--- config.mk ---
export PLATFORM = sky130hd
export DESIGN_NAME = dfa_line_recognizer
export DESIGN_NICKNAME = d
export VERILOG_FILES = /design/src/design/dfa_pkg.sv /design/src/design/dfa_ram.sv /design/src/design/dfa_seq.sv /design/src/design/dfa_line_recognizer.sv
export SDC_FILE = /design/constraint.sdc
export NUM_CORES = 1
export LEC_CHECK = 0
export BUFFER_PORTS_ARGS = -buffer_cell sky130_fd_sc_hd__buf_2
export CORE_ASPECT_RATIO = 1.4
export CORE_MARGIN = 2
export CORE_UTILIZATION = 30
export DETAILED_ROUTE_END_ITERATION = 16
export GPL_TIMING_DRIVEN = 0
export PLACE_DENSITY = 0.44
export SYNTH_ARGS = -nofsm -noshare
export SYNTH_HDL_FRONTEND = slang
export SYNTH_SLANG_ARGS = --single-unit
export TNS_END_PERCENT = 5
--- constraint.sdc ---
create_clock -name i_clk -period 4.1 [get_ports i_clk]
set_input_delay 0.41 -clock i_clk [delete_from_list [all_inputs] [get_ports i_clk]]
set_output_delay 0.41 -clock i_clk [all_outputs]
set_load 0.05 [all_outputs]
--- src/design/dfa_pkg.sv ---
package dfa_pkg;

    localparam int STATE_W = 5;
    localparam int SYM_W   = 8;
    localparam int IDX_W   = 6;
    localparam int OP_W    = 2;
    localparam int CFG_W   = 7;
    localparam int CNT_W   = 16;

    localparam int DEF_MAX_TRANSITIONS = 64;
    localparam int DEF_MAX_STATES      = 32;

    localparam logic [OP_W-1:0] OP_WR_TRANS = 2'd0;
    localparam logic [OP_W-1:0] OP_WR_FLAG  = 2'd1;
    localparam logic [OP_W-1:0] OP_SYMBOL   = 2'd2;
    localparam logic [OP_W-1:0] OP_END      = 2'd3;

    localparam logic [SYM_W-1:0] NEWLINE_CHAR = 8'd10;
    localparam logic [CNT_W-1:0] LINE_MAX     = 16'hFFFF;

    typedef struct packed {
        logic [OP_W-1:0]    op;
        logic [IDX_W-1:0]   entry_index;
        logic [STATE_W-1:0] source_state;
        logic [STATE_W-1:0] target_state;
        logic [SYM_W-1:0]   symbol_char;
        logic               accept_flag;
    } t_in_item;

    typedef struct packed {
        logic             accepted;
        logic [CNT_W-1:0] sentence_number;
    } t_out_item;

    typedef struct packed {
        logic [STATE_W-1:0] src;
        logic [STATE_W-1:0] dst;
        logic [SYM_W-1:0]   sym;
    } t_trans;

    typedef struct packed {
        logic               start;
        logic [STATE_W-1:0] state;
        logic [SYM_W-1:0]   sym;
    } t_srch_req;

    typedef struct packed {
        logic               busy;
        logic               done;
        logic               hit;
        logic [STATE_W-1:0] next_state;
    } t_srch_rsp;

endpackage

--- src/design/dfa_ram.sv ---
module dfa_ram #(
    parameter int WIDTH = 18,
    parameter int DEPTH = 64,
    localparam int AW = (DEPTH > 1) ? $clog2(DEPTH) : 1
) (
    input  logic             i_clk,
    input  logic             i_we,
    input  logic [AW-1:0]    i_waddr,
    input  logic [WIDTH-1:0] i_wdata,
    input  logic             i_re,
    input  logic [AW-1:0]    i_raddr,
    output logic [WIDTH-1:0] o_rdata
);

    logic [WIDTH-1:0] r_mem [DEPTH];
    logic [WIDTH-1:0] r_rdata;

    always_ff @(posedge i_clk) begin
        if (i_we) begin
            r_mem[i_waddr] <= i_wdata;
        end
        if (i_re) begin
            r_rdata <= r_mem[i_raddr];
        end
    end

    assign o_rdata = r_rdata;

endmodule

--- src/design/dfa_seq.sv ---
module dfa_seq #(
    parameter int DEPTH = 64,
    localparam int AW = (DEPTH > 1) ? $clog2(DEPTH) : 1,
    localparam int CW = $clog2(DEPTH + 1)
) (
    input  logic                i_clk,
    input  logic                i_rst_n,
    input  dfa_pkg::t_srch_req  i_req,
    input  logic [CW-1:0]       i_count,
    output logic                o_rd_en,
    output logic [AW-1:0]       o_rd_addr,
    input  dfa_pkg::t_trans     i_rd_data,
    output dfa_pkg::t_srch_rsp  o_rsp
);

    import dfa_pkg::*;

    localparam logic S_IDLE = 1'b0;
    localparam logic S_SCAN = 1'b1;

    logic               r_st, n_st;
    logic [CW-1:0]      r_idx, n_idx;
    logic               r_cmp_valid, n_cmp_valid;
    logic [STATE_W-1:0] r_state, n_state;
    logic [SYM_W-1:0]   r_sym, n_sym;
    logic               match;

    // entry read last cycle is compared while the next one is fetched
    assign match = r_cmp_valid && (i_rd_data.src == r_state) && (i_rd_data.sym == r_sym);

    always_comb begin
        n_st        = r_st;
        n_idx       = r_idx;
        n_cmp_valid = r_cmp_valid;
        n_state     = r_state;
        n_sym       = r_sym;
        o_rd_en     = 1'b0;
        o_rsp       = '0;
        o_rsp.busy  = (r_st == S_SCAN);
        o_rsp.next_state = i_rd_data.dst;
        unique case (r_st)
            S_IDLE: begin
                if (i_req.start) begin
                    n_st        = S_SCAN;
                    n_idx       = '0;
                    n_cmp_valid = 1'b0;
                    n_state     = i_req.state;
                    n_sym       = i_req.sym;
                end
            end
            S_SCAN: begin
                if (match) begin
                    o_rsp.done = 1'b1;
                    o_rsp.hit  = 1'b1;
                    n_st       = S_IDLE;
                end else if (r_idx == i_count) begin
                    o_rsp.done = 1'b1;
                    n_st       = S_IDLE;
                end else begin
                    o_rd_en     = 1'b1;
                    n_idx       = r_idx + CW'(1);
                    n_cmp_valid = 1'b1;
                end
            end
            default: n_st = S_IDLE;
        endcase
    end

    assign o_rd_addr = r_idx[AW-1:0];

    always_ff @(posedge i_clk) begin
        if (!i_rst_n) begin
            r_st        <= S_IDLE;
            r_cmp_valid <= 1'b0;
            r_idx       <= '0;
        end else begin
            r_st        <= n_st;
            r_cmp_valid <= n_cmp_valid;
            r_idx       <= n_idx;
        end
        r_state <= n_state;
        r_sym   <= n_sym;
    end

endmodule

--- src/design/dfa_line_recognizer.sv ---
// Load items and symbols that need no search are handled without a table search; a
// symbol on a live line starts a search that holds off input until it ends, one table
// entry read per cycle through the single read port of the transition memory.
// A newline or end-of-text item registers its verdict, which appears the cycle after the item is taken.
// Synchronous active-low reset clears accept flags, line state and counters;
// the transition memory is not cleared and holds garbage until written.
module dfa_line_recognizer #(
    parameter int MAX_TRANSITIONS = dfa_pkg::DEF_MAX_TRANSITIONS,
    parameter int MAX_STATES      = dfa_pkg::DEF_MAX_STATES
) (
    input  logic                       i_clk,
    input  logic                       i_rst_n,
    input  logic                       i_in_valid,
    output logic                       o_in_ready,
    input  dfa_pkg::t_in_item          i_in_data,
    output logic                       o_out_valid,
    input  logic                       i_out_ready,
    output dfa_pkg::t_out_item         o_out_data,
    input  logic                       i_cfg_we,
    input  logic [dfa_pkg::CFG_W-1:0]  i_cfg_wdata
);

    import dfa_pkg::*;

    // entry_index and state fields are narrow, so storage never exceeds their span
    localparam int TABLE_DEPTH = (MAX_TRANSITIONS < 2**IDX_W) ? MAX_TRANSITIONS : 2**IDX_W;
    localparam int FLAG_DEPTH  = (MAX_STATES < 2**STATE_W) ? MAX_STATES : 2**STATE_W;
    localparam int AW = (TABLE_DEPTH > 1) ? $clog2(TABLE_DEPTH) : 1;
    localparam int CW = $clog2(TABLE_DEPTH + 1);

    logic [CFG_W-1:0]      r_count;
    logic [FLAG_DEPTH-1:0] r_flags, n_flags;
    logic [STATE_W-1:0]    r_cur, n_cur;
    logic [STATE_W-1:0]    r_start;
    logic                  r_alive, n_alive;
    logic                  r_at_start, n_at_start;
    logic [CNT_W-1:0]      r_line, n_line;
    logic                  r_out_valid, n_out_valid;
    t_out_item             r_out, n_out;

    logic          in_xfer;
    logic          is_finish;
    logic          is_feed;
    logic          tbl_we;
    logic [CW-1:0] active;
    logic [STATE_W-1:0] eff_state;
    logic          eff_final;
    t_trans        wr_entry;
    t_trans        rd_entry;
    logic          rd_en;
    logic [AW-1:0] rd_addr;
    t_srch_req     req;
    t_srch_rsp     rsp;

    assign o_in_ready = !rsp.busy && (!r_out_valid || i_out_ready);
    assign in_xfer    = i_in_valid && o_in_ready;
    assign is_finish  = (i_in_data.op == OP_END) ||
                        (i_in_data.op == OP_SYMBOL && i_in_data.symbol_char == NEWLINE_CHAR);
    assign is_feed    = (i_in_data.op == OP_SYMBOL) && (i_in_data.symbol_char != NEWLINE_CHAR);

    assign active = (r_count > CFG_W'(TABLE_DEPTH)) ? CW'(TABLE_DEPTH) : r_count[CW-1:0];

    assign tbl_we = in_xfer && (i_in_data.op == OP_WR_TRANS) &&
                    (32'(i_in_data.entry_index) < MAX_TRANSITIONS);
    assign wr_entry.src = i_in_data.source_state;
    assign wr_entry.dst = i_in_data.target_state;
    assign wr_entry.sym = i_in_data.symbol_char;

    assign eff_state = r_at_start ? r_start : r_cur;

    always_comb begin
        eff_final = 1'b0;
        for (int i = 0; i < FLAG_DEPTH; i++) begin
            if (eff_state == STATE_W'(i)) begin
                eff_final = r_flags[i];
            end
        end
    end

    assign req.start = in_xfer && is_feed && r_alive && (active != '0);
    assign req.state = eff_state;
    assign req.sym   = i_in_data.symbol_char;

    always_comb begin
        n_flags     = r_flags;
        n_cur       = r_cur;
        n_alive     = r_alive;
        n_at_start  = r_at_start;
        n_line      = r_line;
        n_out_valid = r_out_valid;
        n_out       = r_out;

        if (r_out_valid && i_out_ready) begin
            n_out_valid = 1'b0;
        end

        if (rsp.done) begin
            if (rsp.hit) begin
                n_cur = rsp.next_state;
            end else begin
                n_alive = 1'b0;
            end
        end

        if (in_xfer) begin
            if (i_in_data.op == OP_WR_FLAG) begin
                for (int i = 0; i < FLAG_DEPTH; i++) begin
                    if (i_in_data.source_state == STATE_W'(i)) begin
                        n_flags[i] = i_in_data.accept_flag;
                    end
                end
            end else if (is_finish) begin
                n_out.accepted        = r_alive && (active != '0) && eff_final;
                n_out.sentence_number = r_line;
                n_out_valid           = 1'b1;
                n_line     = (r_line == LINE_MAX) ? CNT_W'(1) : r_line + CNT_W'(1);
                n_alive    = 1'b1;
                n_at_start = 1'b1;
                n_cur      = r_start;
            end else if (is_feed) begin
                n_at_start = 1'b0;
                n_cur      = eff_state;
                // empty table: nothing can match
                if (r_alive && active == '0) begin
                    n_alive = 1'b0;
                end
            end
        end
    end

    always_ff @(posedge i_clk) begin
        if (!i_rst_n) begin
            r_count     <= '0;
            r_flags     <= '0;
            r_cur       <= '0;
            r_alive     <= 1'b1;
            r_at_start  <= 1'b1;
            r_line      <= CNT_W'(1);
            r_out_valid <= 1'b0;
        end else begin
            if (i_cfg_we) begin
                r_count <= i_cfg_wdata;
            end
            r_flags     <= n_flags;
            r_cur       <= n_cur;
            r_alive     <= n_alive;
            r_at_start  <= n_at_start;
            r_line      <= n_line;
            r_out_valid <= n_out_valid;
        end
        r_out <= n_out;
        // start state mirrors the source of entry zero
        if (tbl_we && i_in_data.entry_index == '0) begin
            r_start <= i_in_data.source_state;
        end
    end

    assign o_out_valid = r_out_valid;
    assign o_out_data  = r_out;

    dfa_ram #(
        .WIDTH ($bits(t_trans)),
        .DEPTH (TABLE_DEPTH)
    ) u_table (
        .i_clk   (i_clk),
        .i_we    (tbl_we),
        .i_waddr (i_in_data.entry_index[AW-1:0]),
        .i_wdata (wr_entry),
        .i_re    (rd_en),
        .i_raddr (rd_addr),
        .o_rdata (rd_entry)
    );

    dfa_seq #(
        .DEPTH (TABLE_DEPTH)
    ) u_seq (
        .i_clk     (i_clk),
        .i_rst_n   (i_rst_n),
        .i_req     (req),
        .i_count   (active),
        .o_rd_en   (rd_en),
        .o_rd_addr (rd_addr),
        .i_rd_data (rd_entry),
        .o_rsp     (rsp)
    );

endmodule
### Yosys cells after proc, flatten, opt, wreduce, memory -nomap -nowiden

Memory sizes are Yosys's and may differ from the RTL's. A register that Yosys moved wholly into a read port is not among the register bits.
Index checks and enable logic that the tools add are counted.

| word-level totals | value |
|---|---|
| register bits | 107 |
| RAM bits | 1,152 |
| input bits | 39 |
| output and inout bits | 19 |
| logic and storage cells | 261 |
| memories kept | 1 |

| cells by class | value |
|---|---|
| $add $sub $neg | 2 |
| magnitude comparators | 1 |
| eq/ne operators | 74 |
| multiplexer cells | 73 |
| bitwise gates (word level) | 2 |
| reductions and logical operators | 62 |

Memory list:

| name | words | width | read ports | clocked after Yosys merged registers in | write ports | line | text |
|---|---|---|---|---|---|---|---|
| u_table.r_mem | 64 | 18 | 1 | 1 | 1 | dfa_ram.sv:15 | `logic [WIDTH-1:0] r_mem [DEPTH];` |

Operators with widths:

| operator | number |
|---|---|
| $eq 5x5->1 const B | 32 |
| $reduce_and 3->1 | 35 |
| $eq 5x4->1 const B | 16 |
| $mux 1 | 57 |
| $eq 5x3->1 const B | 8 |
| $mux 5 | 7 |
| $mux 7 | 4 |
| $eq 5x2->1 const B | 4 |
| $add 16x1->16 const B | 1 |
| $eq 16x16->1 const B | 1 |
| $mux 16 | 1 |
| $logic_and 1x1->1 | 15 |
| $pmux 7 s2 | 1 |
| $eq 5x1->1 const B | 2 |
| $logic_not 5->1 | 2 |
| $eq 8x4->1 const B | 1 |
| $eq 8x8->1 | 1 |
| $ne 8x4->1 const B | 1 |
| $add 7x1->7 const B | 1 |
| $eq 7x7->1 | 1 |
| $gt 7x7->1 const B | 1 |
| $logic_not 7->1 | 1 |
| $reduce_bool 7->1 | 1 |
| $logic_not 6->1 | 1 |
| 12 further kinds | 19 |

### Longest topological paths before layout

Gate-level depths: netlist of run 1.

| logic depth | value |
|---|---|
| word-level depth | 35 |
| gate-level depth with buffers | 10 |
| mapped depth without buffers | 8 |

### Hierarchy

From an unflattened synthesis of run 1, not the netlist that was laid out.

| second synthesis, totals | value |
|---|---|
| cell total of the unflattened synthesis | 2,586 |
| area total of the unflattened synthesis | 50,498.4 um^2 |

Modules (own cells, without submodules):

| module | instances | cells each | area each (um^2) | seq. area each (um^2) |
|---|---|---|---|---|
| dfa_ram | 1 | 1,957 | 44,801.7 | 35,133.7 |
| dfa_line_recognizer | 1 | 502 | 4,401.7 | 1,921.8 |
| dfa_seq | 1 | 127 | 1,295.0 | 570.5 |

### Worst setup path before layout of run 1

Ideal clock, no wire load.

| timing path | value |
|---|---|
| path kind | register to register |
| start | register r_out_valid, in the netlist o_out_valid |
| end | memory u_table.r_mem[55][0], enable pin |
| library setup time | 393 ps |
| arrival time | 2,419 ps |
| data required time | 3,707 ps |
| slack | 1,288 ps |
| cell stages (with the launch flop) | 6 |
| buffers on the path | 0 |
| period minus slack after synthesis | 2,812 ps |
| cell sequence | dfxtp_1 -> nand2b_1 -> nand3_1 -> nor4b_1 -> nand3_1 -> nor2_1 |

| on the way | value |
|---|---|
| word-level cells in the longest chain between the ends | 7 |

RTL lines:

| element | line | text |
|---|---|---|
| start: declaration | dfa_line_recognizer.sv:38 | `logic r_out_valid, n_out_valid;` |
| start signal: assignment | dfa_line_recognizer.sv:149 | `r_out_valid <= n_out_valid;` |
| $logic_not 1->1 | dfa_line_recognizer.sv:55 | `assign o_in_ready = !rsp.busy && (!r_out_valid \|\| i_out_ready);` |
| $logic_or 1x1->1 | dfa_line_recognizer.sv:55 |  |
| $logic_and 1x1->1 | dfa_line_recognizer.sv:55 |  |
| $logic_and 1x1->1 | dfa_line_recognizer.sv:56 | `assign in_xfer = i_in_valid && o_in_ready;` |
| $logic_and 1x1->1 | dfa_line_recognizer.sv:63 | `assign tbl_we = in_xfer && (i_in_data.op == OP_WR_TRANS) &&` |
| $mux 1 | dfa_ram.sv:19 | `if (i_we) begin` |
| $mux 1 (implied by the code) | dfa_ram.sv:20 | `r_mem[i_waddr] <= i_wdata;` |
| end: declaration | dfa_ram.sv:15 |  |

No other way between the ends.

### Final worst setup path of run 1

| timing path | value |
|---|---|
| start | register u_seq.r_st |
| end | memory u_table.r_mem[47][14], enable pin |

| on the way | value |
|---|---|
| word-level cells in the longest chain between the ends | 6 |

RTL lines:

| element | line | text |
|---|---|---|
| start: declaration | dfa_seq.sv:21 | `logic r_st, n_st;` |
| start signal: assignment | dfa_seq.sv:77 | `r_st <= n_st;` |
| $logic_not 1->1 | dfa_line_recognizer.sv:55 |  |
| $logic_and 1x1->1 | dfa_line_recognizer.sv:55 |  |
| $logic_and 1x1->1 | dfa_line_recognizer.sv:56 |  |
| $logic_and 1x1->1 | dfa_line_recognizer.sv:63 |  |
| $mux 1 | dfa_ram.sv:19 |  |
| $mux 1 (implied by the code) | dfa_ram.sv:20 |  |

No other way between the ends.

==> summary.txt, run 1 <==
Run status
  • Status: finished clean

Floorplan
  • Starting Density: 0.3023
  • Die Ht: 485.7 um
  • Core Area: 164500 um2
  • Ports: 58
  • Die Wd: 348.1 um
  • Die area: 169100 um2
  • Row count: 176

Detailed routing
  • Drt drc: 0
  • Vias: 23884
  • Via/cell ratio: 4.969
  • Drt first pass iters: 7
  • Post-Route WL: 137000 um
  • WL per Instance: 28.50 um
  • Final ANT Viol Nets: 0
  • DR iter-0 viols: 2249

Global routing
  • Grt total ovfl: 0
  • Vias in the first global route: 25287
  • Initial antenna violation count: 10
  • Total GRT Usage: 0.1625
  • Largest net degree at the start of global routing: 68
  • First-pass GRT wire length: 192500 um

Worst setup path
  • Reg2Reg Depth: 6
  • CP required: 4560 ps
  • Critical Path End Type: flip-flop
  • Most Frequent Cell on Critical Path: nand3_1
  • Crit Path Max Fanout: 10
  • FF-to-FF Start: u_seq.r_st
  • Worst Setup SP: u_seq.r_st
  • Critical Path Sink: u_table.r_mem[47][14]
  • CP peak stage delay: 1010 ps
  • CP arrival: 4560 ps
  • CP Class: flip-flop to flip-flop
  • Reg2reg setup slack: 6 ps
  • CP cell instances: inv_1 > nand3_1 > nor4b_1 > nand3_1 > nor2_2 > buf_8
  • Startpoint Class: flip-flop
  • Critical Path Slowest Stage Cell: nor4b_1
  • FF-to-FF End: u_table.r_mem[47][14]

Yosys
  • Synthesized-area fraction occupied by adder cells: 0.0005032
  • Asr flop ratio synth: 0
  • Synth Area in Compound Gates: 0.01756
  • Sequential-to-total area share from yosys stat: 0.7566
  • Number of flops mapped to enable cells by yosys: 1205
  • Syn_nets: 2348
  • Synthesized area: 49730 um2
  • Yosys cell types: 57
  • Gate Count Post-Synth: 2307
  • Fraction of synthesized area in multiplexers: 0.1775
  • Most used DFF post-synth: edfxtp_1
  • Ys Warns: 0
  • Synth Area in Simple Gates: 0.03052
  • Synth Area in XOR/XNOR: 0.004931
  • Largest family of logic cells by synthesized area: multiplexers
  • Number of synthesized register bits: 1277
  • Avg Cell Area, Syn: 21.56 um2

Power and ir drop
  • P_sw: 5679 uW
  • Int Pwr: 21220 uW
  • Reg power frac: 0.532
  • Power after layout: 26900 uW
  • Clock power share: 0.433
  • Comb pwr share: 0.035
  • Peak supply drop: 0.2856 mV
  • Switching Share: 0.2111
  • Cell Pwr Density: 461.4 nW/um2
  • Leak: 0.01746 uW

Place
  • GPL Wtd Cong: 0.8428
  • Post-detail-place hpwl: 93320 um
  • Placed cells: 4563
  • PortBufs: 53

Clock network
  • H-tree Lvls: 4
  • Total CTS buffers: 130
  • Clock tree sinks: 1277
  • Clk_lat worst skew: 760 ps
  • Clock transition at path regs: 60 ps
  • CTS tree: yes
  • Clock Tree Root: clkbuf_16
  • Clock buffer depth: 3

Flow run
  • MaxCap Viol Count: 0

Timing
  • RSZ-0062 raised after global routing: yes
  • Pins Over Slew Limit: 0
  • Finish-stage setup viols: 0
  • Hold Vio Cnt, Final: 0
  • Max transition margin: 0.1702
  • Worst-margin pin slew: 1245 ps
  • Period utilization: 0.9985
  • Fin Clk Skew: 27.24 ps
  • Min cycle time layout: 4094 ps
  • Fmax: 0.2443 GHz

Finish
  • Most frequent cells in the layout: edfxtp_1 (1205), mux4_2 (378), clkbuf_16 (137)
  • P&R area growth vs syn: 17.22%
  • Final Instance Count excl. Fillers: 4807
  • Share of layout cells above drive strength 1: 0.2965
  • Final net count: 2610
  • Most common cell after layout, fill and taps aside: edfxtp_1

Hold path
  • Hold Startpoint: i_in_data[8]
  • Worst min path class: input pin to flip-flop
[sequential cells by signal (all words and copies together) (netlist names), 5 cells and up]
name and count:
r_cur 5, r_start 5, u_seq.r_sym 8, u_table.o_rdata 18, r_count 7, o_out_data 17, u_seq.r_idx 7, r_line 16
u_seq.r_state 5, r_flags 32, u_table.r_mem 1152
[cells by family after synthesis]
family	Yosys count
DFF	1277
and+or+nand+nor	323
adders and majority gates	2
buffers and inverters	138
AOI/OAI and AO/OA	130
xor gates and xnor gates	28
muxes	409
[synth_stat cells (5+ instances only)]
cell type,count,area [um2]
nand2_1,67,251.5
nand2b_1,15,93.84
buf_1,30,112.6
xnor2_1,22,192.7
clkbuf_1,53,198.9
nor4_1,6,37.54
o211a_1,5,50.05
xor2_1,6,52.55
dfxtp_1,72,1441
nand3_1,26,130.1
buf_4,16,120.1
nand4_1,6,37.54
buf_2,20,100.1
o21ai_0,36,180.2
a21oi_1,19,95.09
a31oi_1,7,43.79
nand3b_1,9,67.56
a21boi_0,26,195.2
or3_1,9,56.30
mux4_2,378,8513
nor3_1,17,85.08
mux2i_1,29,290.3
nor2b_1,25,156.4
inv_1,17,63.81
nor2_1,126,473.0
edfxtp_1,1205,36180
[power by group through the flow]
| stage | sequential, uW | combinational (uW) | clock (uW) |
|---|---|---|---|
| after global routing | 14300 | 998 | 12400 |
| after floorplan | 14600 | 434 | 0 |
| after global placement | 14600 | 913 | 0 |
| after detailed placement | 14600 | 955 | 0 |
| after CTS | 14300 | 963 | 12000 |
| final | 14300 | 929 | 11700 |
[area by class of cell]
cell class	instances	area, um2
Clock inverter	68	584.3
Tap cell	2136	2673
Inverter	17	63.81
Fill cell	15070	106200
Buffer	121	570.5
Antenna cell	3	7.507
Clock buffer	163	3556
Timing Repair Buffer	130	1565
Multi-Input combinational cell	892	11650
Sequential cell	1277	37630
[critical path, delay by kind of cell, from the launching register on]
| family | cells | cell delay, ps |
|---|---|---|
| DFF | 1 | 330 |
| buffers and inverters | 2 | 400 |
| and+or+nand+nor | 4 | 3060 |
[metal layers]
layer,vias up,routed length (um),track usage
met5,-,24,0
met2,618,74940,0.3016
met3,182,5719,0.02643
met1,12907,52100,0.1881
li1,10173,-,-
met4,4,4232,0.05615
[repair_timing]
action / 4_1_cts / 5_1_grt
resized for setup: 5 / 0
endpoints found under the setup margin: 16 / 80
hold buffers: 10 / 0
buffers inserted: 0 / 0
endpoints found under the hold margin: 12 / 0
[worst min path at each step]
stage,cells after the start,slack [ps],end
6_report,1,70,u_table.r_mem[62][7]
5_1_grt,1,60,u_table.r_mem[61][7]
4_1_cts,1,30,u_table.r_mem[62][7]
3_5_place_dp,0,470,o_out_data[14]
3_3_place_gp,0,460,o_out_data[8]
2_1_floorplan,0,440,o_out_data[15]
[per-stage QoR]
step                  util  hold slack, ps  worst slack, ps  setup TNS [ps]  cell area (um2)
floorplan                -           439.1             1288               0            49730
global placement    0.3202           457.2           -934.3         -481890            52670
detailed placement  0.3283           466.7           -213.8           -4172            54010
CTS                 0.3542           25.75            20.59               0            58270
global route        0.3544           56.77           -130.6           -4272            58290
finish              0.3544           73.76            6.016               0            58300
Power figures use the tool's default switching activity.
==> run 2: changes to the inputs <==
Settings changed: SYNTH_HIERARCHICAL set to 1.
==> run 2 against run 1 <==
  * Combinational power is 2% lower
  * Final area is 1.6% higher
  * Fmax is 1.3% higher
  * Clock skew is 12 ps higher
  * Clock-buffer cell count is 5 lower
  * Register-to-register slack better by 50 ps
  * Global-route usage is 0.80 points higher
  * Largest cell class unchanged
  * Largest power group unchanged
==> summary.txt, run 2 <==
Yosys
  • Syn_nets: 2627
  • Asr flop ratio synth: 0
  • Synth top area share: 0.7166
  • Number of flops mapped to enable cells by yosys: 1205
  • Avg Cell Area, Syn: 19.53 um2
  • Post-synth top area cell: edfxtp_1
  • Most frequent cell after synthesis: edfxtp_1
  • Number of synthesized register bits: 1277
  • Post-synth top cells: edfxtp_1 (1205), mux4_2 (300), nor2_1 (163), mux2i_1 (85), nand2_1 (79)
  • Ys Warns: 6
  • Gate Count Post-Synth: 2586
  • Synthesized area: 50500 um2
  • Sequential-to-total area share from yosys stat: 0.7451
  • Most used DFF post-synth: edfxtp_1
  • Yosys cell types: 77
  • Largest cells by area after synthesis: edfxtp_1 (72%), mux4_2 (13%), dfxtp_1 (2.9%)

Power and ir drop
  • Leak: 0.01768 uW
  • Peak supply drop: 0.2893 mV
  • Cell Pwr Density: 461.1 nW/um2

Timing
  • Final WS setup: 58.21 ps
  • Max transition margin: 0.1157
  • Period utilization: 0.9858
  • Finish-stage setup viols: 0
  • RSZ-0062 raised after global routing: no
  • Hold Vio Cnt, Final: 0
  • Pins Over Slew Limit: 0
  • Min cycle time layout: 4042 ps
  • Worst-margin pin slew: 1326 ps
  • Fmax: 0.2474 GHz
  • Fin Clk Skew: 39.49 ps

Run status
  • Status: finished clean

Clock network
  • Clock buffer depth: 3
  • Clk_lat worst skew: 780 ps
  • CTS tree: yes
  • Clock transition at path regs: 60 ps
  • H-tree Lvls: 4
  • Total CTS buffers: 132
  • Clock Tree Root: clkbuf_16
  • Clock tree sinks: 1277

Global routing
  • First-pass GRT wire length: 206000 um
  • Grt total ovfl: 0
  • Largest net degree at the start of global routing: 73
  • Vias in the first global route: 27590
  • Total GRT Usage: 0.1705
  • Initial antenna violation count: 6

Finish
  • Max reg flops: 1152
  • Most flop-heavy register: u_table/r_mem
  • Post-route core utilization: 0.3533
  • Most common cell after layout, fill and taps aside: edfxtp_1
  • P&R area growth vs syn: 17.33%
  • Fill cells: 15563
  • Share of layout cells above drive strength 1: 0.2705
  • Final net count: 2884
  • Most frequent cells in the layout: edfxtp_1 (1205), mux4_2 (300), clkbuf_16 (134)

Detailed routing
  • Drt first pass iters: 5
  • Drt drc: 0
  • Final ANT Viol Nets: 0
  • DR iter-0 viols: 1853
  • Post-Route WL: 144900 um
  • Vias: 25980
  • Via/cell ratio: 4.994
  • WL per Instance: 27.86 um

Place
  • Post-detail-place hpwl: 97940 um
  • PortBufs: 56
  • Pre-CTS setup slack: -501.7 ps
  • GPL Wtd Cong: 0.8606

Worst setup path
  • CP peak stage delay: 560 ps
  • Most Frequent Cell on Critical Path: buf_2
  • Startpoint Class: flip-flop
  • Critical Path End Type: flip-flop
  • CP cell instances: buf_4 > buf_2 > clkbuf_1 > buf_2 > nand3_1 > o22ai_1 > a211oi_1 > nand2_1 > o21ai_0
  • CP required: 4530 ps
  • Critical Path Slowest Stage Cell: clkbuf_1
  • CP Class: flip-flop to flip-flop
  • Crit Path Max Fanout: 10
  • CP arrival: 4480 ps

Floorplan
  • Starting Density: 0.3011
  • Die area: 171700 um2
  • Ports: 58
  • Core Area: 167700 um2
  • Die Wd: 350.8 um
  • Row count: 178
  • Die Ht: 489.4 um

Hold path
  • Worst min path class: input pin to flip-flop

Flow run
  • MaxCap Viol Count: 0
-- run 2: cell types whose count changed in the layout (fill, tap and decap cells not counted), sizes merged, moves of 14 or more --
cell    before  now
a211oi       4   23
a21oi       19   52
buf        186  202
mux2i       29   87
mux4       378  300
nor2       126  163
nor2b       25   39
o21ai       36   85
o22ai        3   28
-- run 2: power breakdown --
| group | leakage, uW | total, uW | internal [uW] | switching [uW] |
|---|---|---|---|---|
| combinational | 0.00418 | 913 | 279 | 634 |
| sequential | 0.0114 | 14300 | 14300 | 23.0 |
| clock | 0.00209 | 12100 | 7000 | 5080 |
| total | 0.0177 | 27300 | 21600 | 5740 |
-- run 2: kinds of logic after synthesis --
logic type	share of synthesized area
adders and majority gates	0.0004955
and+or+nand+nor	0.04284
DFF	0.7451
xor gates and xnor gates	0.006070
muxes	0.1547
buffers and inverters	0.01833
AOI/OAI and AO/OA	0.03246
-- run 2: metal layers --
| metal | vias up | track usage | share of wire |
|---|---|---|---|
| met3 | 206 | 0.02364 | 0.033 |
| li1 | 11093 | - | - |
| met4 | 4 | 0.06481 | 0.035 |
| met5 | - | 0 | 0.00015 |
| met2 | 653 | 0.3161 | 0.54 |
| met1 | 14024 | 0.1980 | 0.39 |
-- run 2: metrics by stage --
stage	power (uW)	setup TNS (ps)	hold WS (ps)	area, um2	instances
after floorplan	15040	0	436.6	50500	2586
after global placement	15490	-1069610	461.3	53590	4892
after detailed placement	15530	-108900	459.0	54740	4947
after CTS	27670	0	3.426	59220	5196
after global routing	28160	0	46.43	59240	5197
final	27320	0	54.91	59250	5202
-- run 2: worst paths after layout --
| check | startpoint | end | slack [ps] | cells past startpoint |
|---|---|---|---|---|
| hold / removal | i_rst_n | r_line[2] | 50 | 3 |
| setup reg to reg | u_seq/r_idx[2] | u_table/o_rdata[9] | 60 | 9 |
| hold reg to reg | u_seq/r_cmp_valid | u_seq/r_cmp_valid | 470 | 2 |
| setup / recovery | u_seq/r_idx[2] | u_table/o_rdata[9] | 60 | 9 |
-- run 2: area by class of cell --
class                           count  area [um2]  share of cell area
Buffer                            153       864.6             0.01459
Tap cell                         2250        2815             0.04751
Clock inverter                     79       842.1             0.01421
Antenna cell                        6       15.01           0.0002534
Inverter                           17       63.81            0.001077
Timing Repair Buffer              123        1351             0.02281
Clock buffer                      158        3463             0.05845
Multi-Input combinational cell   1139       12210              0.2061
Sequential cell                  1277       37630              0.6350
-- run 2: repair_timing --
item | 4_1_cts | 5_1_grt
hold buffers | 9 | 0
buffers inserted | 3 | 0
cloned | 0 | 0
endpoints found under the setup margin | 755 | 1
endpoints found under the hold margin | 10 | 0
resized for setup | 10 | 1
pin swaps | 4 | 0
-- run 2: worst max-delay path: cells and delay by family (launching register included) --
kind	cells	cell delay, ps
buffers and inverters	4	1550
flip-flops	1	490
AND/OR/NAND/NOR	2	840
AO/OA/AOI/OAI	3	790
==> run 3: changes to the inputs <==
Settings changed: CELL_PAD_IN_SITES_DETAIL_PLACEMENT set to 1, CELL_PAD_IN_SITES_GLOBAL_PLACEMENT set to 1, PLACE_DENSITY 0.44 to 0.48.
==> run 3 against run 2 <==
  * Largest cell class unchanged
  * Final area rose by 0.16%
  * Via count barely moved
  * Clock power is essentially flat
  * Die area did not move
  * Register-to-register slack improved by 30 ps
==> summary.txt, run 3 (synthesis gave the netlist of run 2 again) <==
Run status
  • Status: finished clean

Worst setup path
  • Startpoint Class: flip-flop
  • CP arrival: 4490 ps
  • Crit Path Max Fanout: 10
  • Critical Path End Type: flip-flop
  • CP Class: flip-flop to flip-flop
  • CP required: 4570 ps

Floorplan
  • Die area: 171700 um2
  • Die Wd: 350.8 um
  • Die Ht: 489.4 um
  • Row count: 178
  • Ports: 58
  • Starting Density: 0.3011
  • Core Area: 167700 um2

Detailed routing
  • Routed wl met3: 4749 um
  • Final ANT Viol Nets: 0
  • DR iter-0 viols: 1960
  • Drt first pass iters: 5
  • Wl on met1: 59880 um
  • Drt drc: 0
  • Vias: 25987
  • WL per Instance: 29.15 um
  • Max layer used: met5
  • WL met2: 81530 um
  • Via/cell ratio: 4.985
  • Post-Route WL: 152000 um

Finish
  • Fill cells: 16481
  • Final net count: 2897
  • Most frequent cells in the layout: edfxtp_1 (1205), mux4_2 (300), clkbuf_16 (135)
  • Sequential Area: 37630 um2
  • Area of the multi-input gates: 12190 um2
  • Most common cell after layout, fill and taps aside: edfxtp_1
  • Post-route core utilization: 0.3539
  • Share of layout cells above drive strength 1: 0.2732
  • Max reg flops: 1152
  • P&R area growth vs syn: 17.52%
  • Final Instance Count excl. Fillers: 5213
  • Post-route cell area: 59350 um2
  • Most flop-heavy register: u_table/r_mem

Global routing
  • Grt total ovfl: 0
  • Largest net degree at the start of global routing: 73
  • Initial antenna violation count: 4
  • Vias in the first global route: 28312
  • Total GRT Usage: 0.1791
  • First-pass GRT wire length: 215100 um

Timing
  • Max transition margin: 0.1190
  • Hold_ws: 83.73 ps
  • Min cycle time layout: 4013 ps
  • Finish-stage setup viols: 0
  • Fin Clk Skew: 27.25 ps
  • Pins Over Slew Limit: 0
  • Hold Vio Cnt, Final: 0
  • Fmax: 0.2492 GHz
  • RSZ-0062 raised after global routing: no
  • Period utilization: 0.9789
  • Worst-margin pin slew: 1321 ps

Clock network
  • Clock buffer depth: 3
  • H-tree Lvls: 4
  • Total CTS buffers: 131
  • Clk_lat worst skew: 770 ps
  • CTS tree: yes
  • Clock tree sinks: 1277
  • Clock Tree Root: clkbuf_16
  • Clock transition at path regs: 60 ps

Place
  • PortBufs: 56
  • Area of placed instances: 54880 um2
  • Placed cells: 4953
  • Post-detail-place hpwl: 104000 um
  • GPL Wtd Cong: 0.8783

Power and ir drop
  • Peak supply drop: 0.3652 mV
  • Leak: 0.01775 uW
  • Cell Pwr Density: 455.5 nW/um2

Flow run
  • MaxCap Viol Count: 0

Hold path
  • Worst min path class: input pin to flip-flop
## run 3: what timing repair did
item | 4_1_cts | 5_1_grt
setup endpoints to repair | 589 | 77
gates cloned | 0 | 0
hold buffers | 12 | 0
gates resized for setup | 9 | 1
pin swaps | 2 | 1
buffers inserted | 6 | 0
endpoints found under the hold margin | 38 | 0
## run 3: cell type report
class	count	area share
clock inverters	75	0.01145
inverters	17	0.001075
repair buffers	137	0.02688
flip-flops and latches	1277	0.6340
clock buffers	159	0.05895
plain buffers	153	0.01465
multi-input cells	1139	0.2053
well taps	2250	0.04744
diodes	6	0.0002530
## run 3: power breakdown
part	switching, uW	internal (uW)
clock	5090	6680
sequential	23.5	14300
combinational	649	296
## run 3: metal layers
metal,global-route usage,up-vias
met5,0,-
met4,0.06873,2
met3,0.02266,213
met2,0.3292,519
met1,0.2116,14169
li1,-,11084
## run 3: through the flow
stage	total power, uW	setup WS (ps)	setup TNS (ps)
final	27030	86.64	0
after global routing	27850	137.1	0
after global placement	15500	-1622	-1013690
after floorplan	15040	820.6	0
after CTS	27380	15.60	0
after detailed placement	15560	-475.8	-75180
## run 3: path summary, 6_finish.rpt
path	to	start	slack [ps]	cells after the start
worst max-delay path	u_table/o_rdata[4]	u_seq/r_idx[4]	90	9
worst min-delay path	u_table/r_mem[44][2]	i_in_data[3]	80	1
worst max register to register	u_table/o_rdata[4]	u_seq/r_idx[4]	90	9
worst min register to register	u_seq/r_cmp_valid	u_seq/r_cmp_valid	480	2
## run 3: critical path, cell delays in order (launching register included)
cell and delay (ps):
dfxtp_1 490, buf_4 190, buf_2 300, buf_2 410
clkbuf_4 460, mux4_2 360, mux2i_1 330, a21oi_1 260
o21ai_0 660, o21ai_1 190
